File: src/mss_pkg.sv
// ----------------------------------------------------------------------------
// mss_pkg: shared types and constants for the sample statistics block
// Field widths, status codes, channel id reset values and the per-slot
// statistics record.
// ----------------------------------------------------------------------------
package mss_pkg;

  localparam int unsigned SAMPLE_W   = 12;
  localparam int unsigned SQ_W       = 2 * SAMPLE_W;
  localparam int unsigned CODE_W     = 4;
  localparam int unsigned COUNT_W    = 32;
  localparam int unsigned SUM_W      = 44;
  localparam int unsigned SUMSQ_W    = 56;
  localparam int unsigned STATUS_W   = 2;
  localparam int unsigned SLOT_OUT_W = 2;

  // Channel id registers on the configuration port
  localparam int unsigned ID_REGS   = 3;
  localparam int unsigned CFG_IDX_W = 2;
  localparam int unsigned CFG_W     = CODE_W;

  localparam logic [ID_REGS-1:0][CODE_W-1:0] ID_RESET = {4'd6, 4'd3, 4'd0};

  localparam logic [SAMPLE_W-1:0] SAMPLE_MAX = '1;

  typedef enum logic [STATUS_W-1:0] {
    ST_UPDATED   = 2'd0,
    ST_NO_MATCH  = 2'd1,
    ST_SATURATED = 2'd2,
    ST_CLEARED   = 2'd3
  } status_e;

  // Interval statistics of one slot
  typedef struct packed {
    logic [COUNT_W-1:0]  count;
    logic [SUM_W-1:0]    total;
    logic [SUMSQ_W-1:0]  total_squares;
    logic [SAMPLE_W-1:0] lowest;
    logic [SAMPLE_W-1:0] highest;
    logic [SAMPLE_W-1:0] latest;
  } slot_stat_t;

endpackage

File: src/mss_match.sv
// ----------------------------------------------------------------------------
// mss_match: channel code to slot lookup
// Compares the code with every configured channel id; the lowest matching
// slot wins. Slots without an id register never match.
// ----------------------------------------------------------------------------
module mss_match
  import mss_pkg::*;
#(
  parameter int unsigned NUM_SLOTS = 3,
  parameter int unsigned SLOT_W    = 2
) (
  input  logic [ID_REGS-1:0][CODE_W-1:0] ids_i,
  input  logic [CODE_W-1:0]              code_i,
  output logic                           hit_o,
  output logic [SLOT_W-1:0]              idx_o
);

  localparam int unsigned NUM_IDS = (NUM_SLOTS < ID_REGS) ? NUM_SLOTS : ID_REGS;

  // Priority search, walked from the top so the lowest slot ends up winning
  always_comb begin
    hit_o = 1'b0;
    idx_o = '0;
    for (int i = NUM_IDS - 1; i >= 0; i--) begin
      if (ids_i[i] == code_i) begin
        hit_o = 1'b1;
        idx_o = SLOT_W'(i);
      end
    end
  end

endmodule

File: src/mss_slot.sv
// ----------------------------------------------------------------------------
// mss_slot: statistics registers of one slot
// Holds count, sums, min, max and last sample, and gives the record
// as it will be after this cycle's update or clear.
// ----------------------------------------------------------------------------
module mss_slot
  import mss_pkg::*;
(
  input  logic                clk_i,
  input  logic                rst_ni,
  input  logic                clear_i,
  input  logic                upd_i,
  input  logic [SAMPLE_W-1:0] sample_i,
  input  logic [SQ_W-1:0]     sample_sq_i,
  output logic                sat_o,
  output slot_stat_t          stat_next_o
);

  slot_stat_t stat_q, stat_d;

  // Count saturated: further samples are dropped
  assign sat_o = &stat_q.count;

  // Next record
  always_comb begin
    stat_d = stat_q;
    if (clear_i) begin
      stat_d.count         = '0;
      stat_d.total         = '0;
      stat_d.total_squares = '0;
      stat_d.lowest        = SAMPLE_MAX;
      stat_d.highest       = '0;
    end else if (upd_i) begin
      stat_d.count         = stat_q.count + COUNT_W'(1);
      stat_d.total         = stat_q.total + SUM_W'(sample_i);
      stat_d.total_squares = stat_q.total_squares + SUMSQ_W'(sample_sq_i);
      if (sample_i < stat_q.lowest) begin
        stat_d.lowest = sample_i;
      end
      if (sample_i > stat_q.highest) begin
        stat_d.highest = sample_i;
      end
      stat_d.latest = sample_i;
    end
  end

  assign stat_next_o = stat_d;

  always_ff @(posedge clk_i or negedge rst_ni) begin
    if (!rst_ni) begin
      stat_q.count         <= '0;
      stat_q.total         <= '0;
      stat_q.total_squares <= '0;
      stat_q.lowest        <= SAMPLE_MAX;
      stat_q.highest       <= '0;
      stat_q.latest        <= '0;
    end else begin
      stat_q <= stat_d;
    end
  end

endmodule

File: src/multichannel_sample_statistics.sv
// ----------------------------------------------------------------------------
// multichannel_sample_statistics: per-channel running statistics
// Pipeline: an item transfer loads the input register, and the item moves on into the
//   result register once it frees up. Throughput: one item per cycle unless the output stalls.
// The slot state is written in the same cycle the item leaves the input
//   register, so the next item always sees the updated slot.
// Reset: all slots empty (min 4095), ids 0/3/6, both stages empty.
// ----------------------------------------------------------------------------
module multichannel_sample_statistics
  import mss_pkg::*;
#(
  parameter int unsigned NUM_SLOTS = 3
) (
  input  logic                  clk_i,
  input  logic                  rst_ni,
  // configuration
  input  logic                  cfg_we_i,
  input  logic [CFG_IDX_W-1:0]  cfg_index_i,
  input  logic [CFG_W-1:0]      cfg_data_i,
  // item input
  input  logic                  in_valid_i,
  output logic                  in_stall_o,
  input  logic                  mode_i,
  input  logic [CODE_W-1:0]     channel_code_i,
  input  logic [SAMPLE_W-1:0]   sample_i,
  // result output
  output logic                  out_valid_o,
  input  logic                  out_stall_i,
  output logic [STATUS_W-1:0]   status_o,
  output logic [SLOT_OUT_W-1:0] slot_o,
  output logic [COUNT_W-1:0]    count_o,
  output logic [SUM_W-1:0]      total_o,
  output logic [SUMSQ_W-1:0]    total_squares_o,
  output logic [SAMPLE_W-1:0]   lowest_o,
  output logic [SAMPLE_W-1:0]   highest_o,
  output logic [SAMPLE_W-1:0]   latest_o
);

  localparam int unsigned SLOT_W = (NUM_SLOTS > 1) ? $clog2(NUM_SLOTS) : 1;

  // Channel id registers
  logic [ID_REGS-1:0][CODE_W-1:0] ids_q;

  always_ff @(posedge clk_i or negedge rst_ni) begin
    if (!rst_ni) begin
      ids_q <= ID_RESET;
    end else if (cfg_we_i && (cfg_index_i < CFG_IDX_W'(ID_REGS))) begin
      ids_q[cfg_index_i] <= cfg_data_i;
    end
  end

  // Handshake: input stage moves on whenever the result register frees up
  logic in_xfer, s1_adv;
  logic s1_valid_q, out_valid_q;

  assign s1_adv     = s1_valid_q && !(out_valid_q && out_stall_i);
  assign in_stall_o = s1_valid_q && out_valid_q && out_stall_i;
  assign in_xfer    = in_valid_i && !in_stall_o;

  always_ff @(posedge clk_i or negedge rst_ni) begin
    if (!rst_ni) begin
      s1_valid_q  <= 1'b0;
      out_valid_q <= 1'b0;
    end else begin
      if (in_xfer) begin
        s1_valid_q <= 1'b1;
      end else if (s1_adv) begin
        s1_valid_q <= 1'b0;
      end
      if (s1_adv) begin
        out_valid_q <= 1'b1;
      end else if (!out_stall_i) begin
        out_valid_q <= 1'b0;
      end
    end
  end

  // Input register; the square is formed on the way in
  logic                mode_q;
  logic [CODE_W-1:0]   code_q;
  logic [SAMPLE_W-1:0] sample_q;
  logic [SQ_W-1:0]     sample_sq_q;

  always_ff @(posedge clk_i) begin
    if (in_xfer) begin
      mode_q      <= mode_i;
      code_q      <= channel_code_i;
      sample_q    <= sample_i;
      sample_sq_q <= SQ_W'(sample_i) * SQ_W'(sample_i);
    end
  end

  // Slot lookup
  logic              hit;
  logic [SLOT_W-1:0] hit_idx;

  mss_match #(
    .NUM_SLOTS (NUM_SLOTS),
    .SLOT_W    (SLOT_W)
  ) u_match (
    .ids_i  (ids_q),
    .code_i (code_q),
    .hit_o  (hit),
    .idx_o  (hit_idx)
  );

  // Slot state
  logic                 clear;
  logic [NUM_SLOTS-1:0] sat;
  logic [NUM_SLOTS-1:0] upd;
  slot_stat_t           stat_next [NUM_SLOTS];

  assign clear = s1_adv && mode_q;

  for (genvar g = 0; g < NUM_SLOTS; g++) begin : g_slot
    assign upd[g] = s1_adv && !mode_q && hit && (hit_idx == SLOT_W'(g)) && !sat[g];

    mss_slot u_slot (
      .clk_i       (clk_i),
      .rst_ni      (rst_ni),
      .clear_i     (clear),
      .upd_i       (upd[g]),
      .sample_i    (sample_q),
      .sample_sq_i (sample_sq_q),
      .sat_o       (sat[g]),
      .stat_next_o (stat_next[g])
    );
  end

  // Result formation
  status_e                 status_d, status_q;
  logic [SLOT_OUT_W-1:0]   slot_d, slot_q;
  slot_stat_t              res_d, res_q;

  always_comb begin
    status_d = ST_NO_MATCH;
    slot_d   = '0;
    res_d    = '0;
    if (mode_q) begin
      status_d = ST_CLEARED;
    end else if (hit) begin
      status_d = sat[hit_idx] ? ST_SATURATED : ST_UPDATED;
      slot_d   = SLOT_OUT_W'(hit_idx);
      res_d    = stat_next[hit_idx];
    end
  end

  // Result register
  always_ff @(posedge clk_i) begin
    if (s1_adv) begin
      status_q <= status_d;
      slot_q   <= slot_d;
      res_q    <= res_d;
    end
  end

  assign out_valid_o     = out_valid_q;
  assign status_o        = status_q;
  assign slot_o          = slot_q;
  assign count_o         = res_q.count;
  assign total_o         = res_q.total;
  assign total_squares_o = res_q.total_squares;
  assign lowest_o        = res_q.lowest;
  assign highest_o       = res_q.highest;
  assign latest_o        = res_q.latest;

endmodule

File: config.mk
export PLATFORM = sky130hd
export DESIGN_NAME = multichannel_sample_statistics
export DESIGN_NICKNAME = d
export VERILOG_FILES = /design/src/mss_pkg.sv /design/src/mss_match.sv /design/src/mss_slot.sv /design/src/multichannel_sample_statistics.sv
export SDC_FILE = /design/constraint.sdc
export NUM_CORES = 2
export LEC_CHECK = 0
export ABC_AREA = 0
export BUFFER_PORTS_ARGS = -buffer_cell sky130_fd_sc_hd__buf_4
export CAP_MARGIN = 5
export CELL_PAD_IN_SITES_DETAIL_PLACEMENT = 1
export CELL_PAD_IN_SITES_GLOBAL_PLACEMENT = 1
export CORE_ASPECT_RATIO = 1.25
export CORE_UTILIZATION = 40
export CTS_BUF_LIST = sky130_fd_sc_hd__clkbuf_4
export CTS_CLUSTER_SIZE = 8
export DETAILED_ROUTE_END_ITERATION = 7
export PLACE_DENSITY = 0.65
export SLEW_MARGIN = 10
export SYNTH_ARGS = -nofsm -noshare
export SYNTH_HDL_FRONTEND = slang
export SYNTH_HIERARCHICAL = 1
export SYNTH_SLANG_ARGS = --single-unit
export TNS_END_PERCENT = 1
File: constraint.sdc
create_clock -name clk_i -period 9.53 [get_ports clk_i]
set_clock_uncertainty 0.15 [all_clocks]
set_input_delay 0.4765 -clock clk_i [delete_from_list [all_inputs] [get_ports clk_i]]
set_output_delay 0.4765 -clock clk_i [all_outputs]
set_load 0.01 [all_outputs]
Word level (Yosys, flattened, before mapping)

Index checks and enable logic that the tools add are counted.
Widths: inputs -> output; s select.

Flip-flop bits (word level): 731
Latch bits: 0
Memory bits (writable): 0
ROM bits: 0
Bits of input ports: 28
Output and inout port bits: 174
Logic and storage cells: 128
Memories: 0

$add $sub $neg: 9
Multipliers: 1
Div/mod/pow operators: 0
$lt $le $gt $ge: 11
Eq/ne operators: 6
Shifts and indexed selects: 0
Muxes and demuxes: 35
Bitwise operators: 2
Reductions and logical operators: 28

Operators by type and width:

| kind                  | number |
|---|---|
| $mux 168              | 5 |
| $mux 156              | 3 |
| $bmux 168 s2          | 1 |
| $add 56x24->56        | 3 |
| $add 44x12->44        | 3 |
| $mux 12               | 9 |
| $add 32x1->32 const B | 3 |
| $reduce_and 32->1     | 3 |
| $gt 12x12->1          | 3 |
| $lt 12x12->1          | 3 |
| $mul 12x12->24        | 1 |
| $logic_and 1x1->1     | 16 |
| $bwmux 12             | 1 |
| $eq 4x4->1            | 3 |
| $mux 2                | 5 |
| $demux 4 s2           | 1 |
| $mux 1                | 8 |
| $logic_not 1->1       | 6 |
| $lt 2x3->1 const B    | 2 |
| $mux 4                | 1 |
| $ge 3x3->1 const B    | 1 |
| $not 2->3             | 1 |
| $bmux 1 s2            | 1 |
| $eq 2x1->1 const B    | 1 |
| other kinds (8)       | 8 |

Longest topological paths before layout

Depth after elaboration: 12
Depth in mapped cells: 20
Depth with buffers taken out: 19

Hierarchy

Netlist, hierarchy kept.

By module, submodules not included:

| module                          | instances | cells each | area each (µm²) | sequential area each (µm²) |
|---|---|---|---|---|
| mss_slot (g_slot[1].u_slot ...) | 2         | 1045       | 9910.8          | 4219.0 |
| multichannel_sample_statistics  | 1         | 1528       | 15386.0         | 6691.4 |
| mss_slot (g_slot[0].u_slot)     | 1         | 1140       | 10540.1         | 4219.0 |
| mss_match                       | 1         | 18         | 148.9           | 0.0 |

Least setup slack after synthesis

Ideal clock, no wire load.

Path type: input-to-reg
From: input port out_stall_i
To: register res_q (netlist bit total_squares_o[54]), data pin
Setup time: 266 ps
Data arrival time: 7278 ps
Required time: 9114 ps
Setup slack: 1836 ps
Stages on the path: 15
Buffers on the path: 2
Cell sequence: nand2_1 -> and2_1 -> nand2_1 -> nor4b_1 -> clkbuf_1 -> nand3_1 -> or3_1 -> clkbuf_1 -> a2111oi_2 -> xnor2_1 -> nor2_1 -> mux2i_1 -> nor2_1 -> a21oi_1 -> nor2_1

RTL lines:

| item                 | line                                  | text |
|---|---|---|
| from (decl)          | multichannel_sample_statistics.sv:28  | `input logic out_stall_i,` |
| to (signal assigned) | multichannel_sample_statistics.sv:153 | `res_q <= res_d;` |
| to (decl)            | multichannel_sample_statistics.sv:133 | `slot_stat_t res_d, res_q;` |

==> reports/metrics.yaml <==
min-delay-start: "sample_i[1]"
cp-end-kind: "flip-flop"
hold_path_class: "in -> reg"
drc: 0
gp_congestion: 0.826
grt_pass1_vias: 40179
grt.overflow.total: 0
setup_viol: 0
clock-sinks: 729
yosys.area_share.simple_pct: 17.6
path_common_cell: "nor2_1"
totalWireLength_um: 144000
min_period_over_period_pct: 62.4
cp_slowest_cell: "and4_1"
r2r_setup_slack_ns: 3.58
yosys_warnings: 6
whs_ns: 0.223
whs_path_depth: 3
wire_per_inst_um: 21.5
synthArstFlopShare_pct: 71.1
antenna_found_initial: 4
die_h_um: 381
syn_inst: 4776
cts.reportedPaths.clkPinSlew_ns: 0.08
rsz0062_at_grt: "no"
place_inst: 6280
post-dp-hpwl_um: 101000
finalHoldViolCount: 0
slew_headroom_pct: 18.1
syn_avg_cell_area_um2: 9.61
tightest_slew_ns: 1.22
synth_top_cells_by_area: "dfrtp_1, edfxtp_1, nor2_1"
viasPerCell: 5.52
power_density_nw_per_um2: 191
drt_iter0_markers: 1842
yosysMostFrequentCell: "nor2_1"
leakagePower_uw: 0.0227
synth-main-ff-cell: "dfrtp_1"
rows: 138
cp-start-kind: "flip-flop"
cp.arrival_ns: 6.69
status: "completed"
grt_pass1_wl_um: 229000
core_area_um2: 113000
insertion_delay_ns: 1.17
path_max_fanout: 38
critical_path_class: "reg -> reg"
fmax_mhz: 168
rr_startpoint: "code_q[1]"
htreeDepth: 4
die_area_um2: 116000
synth_compound_area_share_pct: 12.4
numCtsBuffers: 204
synthAdderAreaFrac_pct: 10.3
clockBufferDepth: 3
stdcell_count: 6724
num_vias: 37119
path_buf_inv: 1
synth.distinct_cells: 110
synth_edf_count: 211
ys_seq_elements: 729
fill_cells: 13065
synth_area_um2: 45900
setup_tns_ns: 0
rr_worst_depth: 17
cp.required_ns: 10.27
min_to: "sample_sq_q[2]"
muxShareOfSynthArea_pct: 7.49
maxCapViolations: 0
worstReg2RegEnd: "total_o[35]"
post_cts_buffers: 0
cpLargestDelayFamily: "simple AND/OR/NAND/NOR gates"
dr.pass1.iters: 5
die-width_um: 305
pin_count: 202
cts_resized: 0
antenna_left: 0
synth_top_area_share_pct: 26.1
synth_top_family_by_area: "simple AND/OR/NAND/NOR gates"
cts_tree: "yes"
max_stage_delay_ns: 0.71
port_buffers: 201
area.growth.synth_to_final_pct: 13.4
crit_chain: "xor2_1, nor4_2, nand3b_1, nor2b_1, nand2_1, nor4_2, buf_4, and4_1, o21ai_0, a21oi_2, o211ai_1, xor2_1, nor2_1, mux2i_1, nor2_1, a21oi_1, nor2_1"
synth-xor-area-share_pct: 5.59
groute.usage.overall_pct: 25.1
num-nets-final: 5426
period_needed_ns: 5.95
synth_top_cell_by_area: "dfrtp_1"
cts-root-buf: "clkbuf_4"
grt_max_degree: 192
initial_core_util_pct: 40.5
ys_seq_area_share_pct: 42.2
synthTopCellsByCount: "nor2_1, dfrtp_1, a21oi_1, mux2i_1, inv_1"
drive_above_1_share_pct: 14.8
vdd_ir_drop_max_mv: 0.119
slew_violations: 0
-- power by group --
| group | internal [µW] | leakage, µW | switching [µW] |
|---|---|---|---|
| combinational | 1200 | 0.0119 | 2060 |
| clock | 1510 | 0.00159 | 1460 |
| sequential | 3530 | 0.00915 | 171 |
| total | 6240 | 0.0227 | 3690 |
-- flip-flops by register name (all words and copies together) (netlist names), 2 cells and up --
name and count:
slot_o 2, status_o 2, sample_sq_q 22, total_o 44, count_o 32, lowest_o 12, highest_o 12, latest_o 12
g_slot.u_slot/stat_q 504, code_q 4, total_squares_o 56, ids_q 12, sample_q 12
-- how the worst max path moves through the flow --
stage | startpoint | endpoint | slack, ns | cells past startpoint
5_1_grt | code_q[1] | total_o[23] | 3.17 | 17
2_1_floorplan | out_stall_i | total_squares_o[54] | 1.84 | 15
4_1_cts | code_q[1] | total_o[35] | 3.48 | 17
6_report | code_q[1] | total_o[35] | 3.58 | 17
3_3_place_gp | code_q[1] | total_o[23] | 3.79 | 17
3_5_place_dp | code_q[1] | total_o[35] | 3.53 | 17
-- cell type report --
cell class | count | area [µm²] | share of cell area, %
Timing Repair Buffer | 316 | 2590 | 4.97
Clock buffer | 316 | 2370 | 4.56
Tap cell | 1470 | 1840 | 3.53
Sequential cell | 729 | 19300 | 37.2
Multi-Input combinational cell | 3544 | 24600 | 47.2
Clock inverter | 66 | 277 | 0.531
Inverter | 278 | 1050 | 2.01
Antenna cell | 5 | 12.5 | 0.0240
-- logic make-up after synthesis --
family                   after synthesis
adder cells (fa/ha/maj)              325
other                                  1
XOR/XNOR                             293
AND/OR/NAND/NOR                     1706
flip-flops                           729
multiplexers                         337
AO/OA/AOI/OAI                        877
buffers and inverters                508
-- through the flow --
stage               instance area (µm²)  setup slack, ns  utilization, %  total power, µW
floorplan                         45900             1.84               -             6060
global placement                  48800             3.79            43.0             6950
detailed placement                48800             3.53            43.0             7020
CTS                               52000             3.48            45.9            10100
global route                      52100             3.17            45.9            10600
finish                            52100             3.58            45.9             9920
-- layout by cell type (no fill, tap or decap), types with 12 or more instances in the layout --
cell type	Yosys	routed
nor2b_1	41	39
a31oi_1	19	17
a21o_1	75	75
ha_1	238	238
xnor2_1	161	161
nor4_1	14	13
nand3b_1	15	15
inv_1	277	277
dlygate4sd3_1	0	56
xor2_1	132	132
a211o_1	33	33
a21oi_2	11	12
clkinv_1	0	51
mux2i_1	284	284
o21ai_0	109	109
dfstp_2	40	40
nor3_1	57	57
nand2_1	247	247
edfxtp_1	211	211
nand3_1	109	109
nor2_1	817	815
fa_1	87	87
a21oi_1	371	370
o21bai_1	14	14
o211ai_1	33	33
clkbuf_4	0	316
a211oi_1	43	43
o31ai_1	32	32
o2111ai_1	16	16
o21a_1	13	13
or4_1	32	32
mux2_2	51	51
nand2b_1	49	49
buf_4	17	254
and4_1	15	15
and3_1	59	58
or3_1	52	52
dfrtp_1	478	478
nand4_1	82	82
and2_1	63	61
-- per-layer routing --
metal  wire (µm)  track usage (%)  share of wire [%]
met5           9                0             0.0062
met4        5360             11.0                3.7
met3        4540             3.52                3.1
met2       73300             44.4                 51
met1       61300             30.3                 42
-- tightest hold or removal path, stage by stage --
cell and delay [ns]:
dlygate4sd3_1 0.53, buf_4 0.20, nor2b_1 0.18
-- repair_timing --
action                                  in CTS  in global routing
hold endpoints to repair                   433                  0
endpoints found under the setup margin       0                  0
hold buffers                                57                  0
No activity file was read; power rests on OpenSTA's default activity.
